## config.mk

```make
export PLATFORM = sky130hd
export DESIGN_NAME = mrrc_cover_cmp
export DESIGN_NICKNAME = d
export VERILOG_FILES = /design/src/sv/mrrc_pkg.sv /design/src/sv/mrrc_cover_cmp.sv
export SDC_FILE = /design/constraint.sdc
export NUM_CORES = 1
export LEC_CHECK = 0
export BUFFER_PORTS_ARGS = -buffer_cell sky130_fd_sc_hd__buf_4
export CELL_PAD_IN_SITES_DETAIL_PLACEMENT = 1
export CELL_PAD_IN_SITES_GLOBAL_PLACEMENT = 1
export CORE_AREA = 2 2 125 127
export DETAILED_ROUTE_END_ITERATION = 10
export DIE_AREA = 0 0 127 129
export PLACE_DENSITY_LB_ADDON = 0.1
export RECOVER_POWER = 100
export SYNTH_ARGS = -nofsm -noshare
export SYNTH_HDL_FRONTEND = slang
export SYNTH_SLANG_ARGS = --single-unit
```

## constraint.sdc

```tcl
create_clock -name vclk -period 4.5
set_input_delay 0.9 -clock vclk [all_inputs]
set_output_delay 0.9 -clock vclk [all_outputs]
set_load 0.05 [all_outputs]
```

## src/sv/mrrc_pkg.sv

```systemverilog
// ----------------------------------------------------------------------------
// Memory region range check package
// Shared types, sizes and codes for the region table and its query logic.
// ----------------------------------------------------------------------------
package mrrc_pkg;

    // Table size and derived widths
    localparam int MAX_REGIONS = 32;
    localparam int CNT_W       = $clog2(MAX_REGIONS + 1);
    localparam int IDX_W       = (MAX_REGIONS > 1) ? $clog2(MAX_REGIONS) : 1;

    // Operation codes
    localparam logic [1:0] FUNC_CLEAR = 2'd0;
    localparam logic [1:0] FUNC_ADD   = 2'd1;
    localparam logic [1:0] FUNC_QUERY = 2'd2;

    // Status codes
    localparam logic [1:0] STATUS_OK   = 2'd0;
    localparam logic [1:0] STATUS_WRAP = 2'd1;
    localparam logic [1:0] STATUS_FULL = 2'd2;
    localparam logic [1:0] STATUS_ZERO = 2'd3;

    // Request transaction
    typedef struct packed {
        logic [1:0]  func;
        logic [63:0] range_start;
        logic [63:0] range_length;
        logic [31:0] region_kind;
    } req_item_t;

    // Response transaction
    typedef struct packed {
        logic       covered;
        logic [1:0] status;
        logic [5:0] entries_used;
    } rsp_item_t;

    // One stored region, with its end precomputed at 65 bits
    typedef struct packed {
        logic [63:0] start_addr;
        logic [64:0] end_addr;
        logic [31:0] kind;
    } tbl_entry_t;

    // Sequencer states
    typedef enum logic [1:0] {
        SEQ_IDLE,
        SEQ_EXEC,
        SEQ_SCAN,
        SEQ_RESP
    } seq_state_t;

endpackage

```

## src/sv/mrrc_cover_cmp.sv

```systemverilog
// ----------------------------------------------------------------------------
// Region cover comparator
// Decides whether one stored region is free and covers the queried range.
// ----------------------------------------------------------------------------
module mrrc_cover_cmp (
    input  mrrc_pkg::tbl_entry_t entry,
    input  logic [63:0]          q_start,
    input  logic [64:0]          q_end,
    input  logic [31:0]          free_type,
    output logic                 hit
);

    // The region must start no later and end no earlier than the range
    assign hit = (entry.start_addr <= q_start) &&
                 (entry.end_addr >= q_end) &&
                 (entry.kind == free_type);

endmodule

```

==> qor.csv <==
metric;value;unit
status;complete, no violations;
Final Critical Period;4.18;ns
initial DRC count;66;
Remaining DRCs;0;
f_max;240;MHz
via count;4704;
critical path type;in -> out;
Post-Syn Nets;949;
die area;16400;µm²
placed inst area;6200;µm²
Final Power;513;µW
crit path launch type;input port;
slowest CP cell;a311oi_1;
most frequent CP cell;a221o_1;
Synth warnings;0;
mean area per synthesized cell;7.12;µm²
# setup viols final;0;
die width;127;µm
sequential fraction of the synthesis area;0;%
Seq. cell area;0;µm²
largest net degree at the start of global routing;5;
Worst-Margin Slew;0.433;ns
cell row count;45;
initial antenna violation count;0;
vias in the first global route;5148;
slew margin rel.;70.9;%
final setup TNS;0;ns
Vias/cell;4.66;
DRT Wirelength;15.1;mm
Worst EP required;3.60;ns
io pins;323;
worst hold margin;2.51;ns
Hold Violations, Final;0;
Layout clock buffers;0;
ANT nets after route;0;
CP Cell Sequence;buf_4 > ha_1 > a211oi_2 > o221ai_1 > a221o_1 > a21oi_1 > o21ai_1 > a221o_1 > a311oi_1 > a211oi_1 > clkbuf_2;
Post-DP HPWL;14.5;mm
Nets;1274;
total track usage;17.3;%
commonest non-fill, non-tap cell in the layout;buf_4;
met2 WL;8.71;mm
Area Overhead vs Synth;75.0;%
GR Overflow Total;0;
Layout Cells excl Fill;1009;
Final period util;92.8;%
Placeable Area;15000;µm²
Yosys cell types;29;
WL met3;1.48;mm
Antenna diodes;0;
max layer used;met4;
IO buf count;323;
Max IR drop VDD;0.0260;mV
first drt pass iteration count;4;
Pleak;3.66;nW
final slew viol count;0;
fin area;6200;µm²
sequential cell count;0;
Initial Utilization;23.7;%
Hold Path Class;in -> out;
# hold bufs at CTS;0;
worst-path fanout max;2;
RSZ-0062 raised after global routing;no;
first-pass GRT wire length;23.2;mm
crit-path max cell delay;0.36;ns
FILL cells;1920;
Die Height;129;µm
MaxCap Viol Count;0;
M1 WL;4.74;mm
routability cong.;0.842;
placed instance count;1009;
post-CTS setup repair buffer count;0;
Cell Area, Synth;3540;µm²
most frequent cells in the layout;buf_4, inv_1, ha_1;
kind of end point of the critical path;output port;
Critical Path AT;3.28;ns
Routed wire per std cell;15.0;µm
layout cell share with drive strength beyond 1;39.7;%
post_cts resized;0;
Pwr per Cell Area;82.7;nW/µm²
synthesized instance count;498;
## metrics by stage
stage / setup WS (ns) / utilization [%]
after floorplan: 0.0768 / -
final: 0.325 / 41.4
after global routing: 0.163 / 41.4
after CTS: 0.280 / 41.4
after global placement: 0.347 / 41.4
after detailed placement: 0.278 / 41.4
## critical path, delay by kind of cell
family                     cells  cell delay (ns)
buffers and inverters          2             0.37
adders and majority gates      1             0.31
AOI/OAI and AO/OA              8             1.68
## layout make-up
cell class         count  area (µm²)  area share, %
inverters            131         492           7.93
multi-input cells    367        3050           49.2
well taps            188         235           3.79
repair buffers       323        2420           39.1
## kinds of logic after synthesis
family | Yosys count | share of synthesized area [%]
buffers and inverters | 131 | 13.9
AOI/OAI and AO/OA | 97 | 16.9
adders and majority gates | 129 | 45.5
and+or+nand+nor | 109 | 15.7
xor gates and xnor gates | 32 | 7.91
## layer usage
metal  track usage (%)  up-vias
li1                  -     2381
met1              15.3     2126
met2              38.7      185
met3              4.86       12
met4              1.94        0
met5                 0        -
## cells in the mapped netlist, types with 5 or more instances
master / count / area (µm²)
nand2_1: 32 / 120
nor2_1: 13 / 48.8
a211oi_1: 10 / 75.1
ha_1: 129 / 1610
nand4_1: 32 / 200
o211ai_1: 5 / 37.5
a21o_1: 7 / 52.6
nand3_1: 14 / 70.1
a21oi_1: 47 / 235
nor4_1: 7 / 43.8
o21ai_0: 11 / 55.1
inv_1: 131 / 492
xnor2_1: 32 / 280
## power breakdown
group | switching (mW) | leakage, nW | internal (mW)
combinational | 0.202 | 3.66 | 0.311
clock | 0 | 0 | 0
sequential | 0 | 0 | 0
total | 0.202 | 3.66 | 0.311
## worst paths after layout
path | startpoint | end | slack (ns) | cells after the start
max | entry[34] | hit | 0.32 | 11
min | entry[8] | hit | 2.51 | 7
Power figures use the tool's default switching activity.
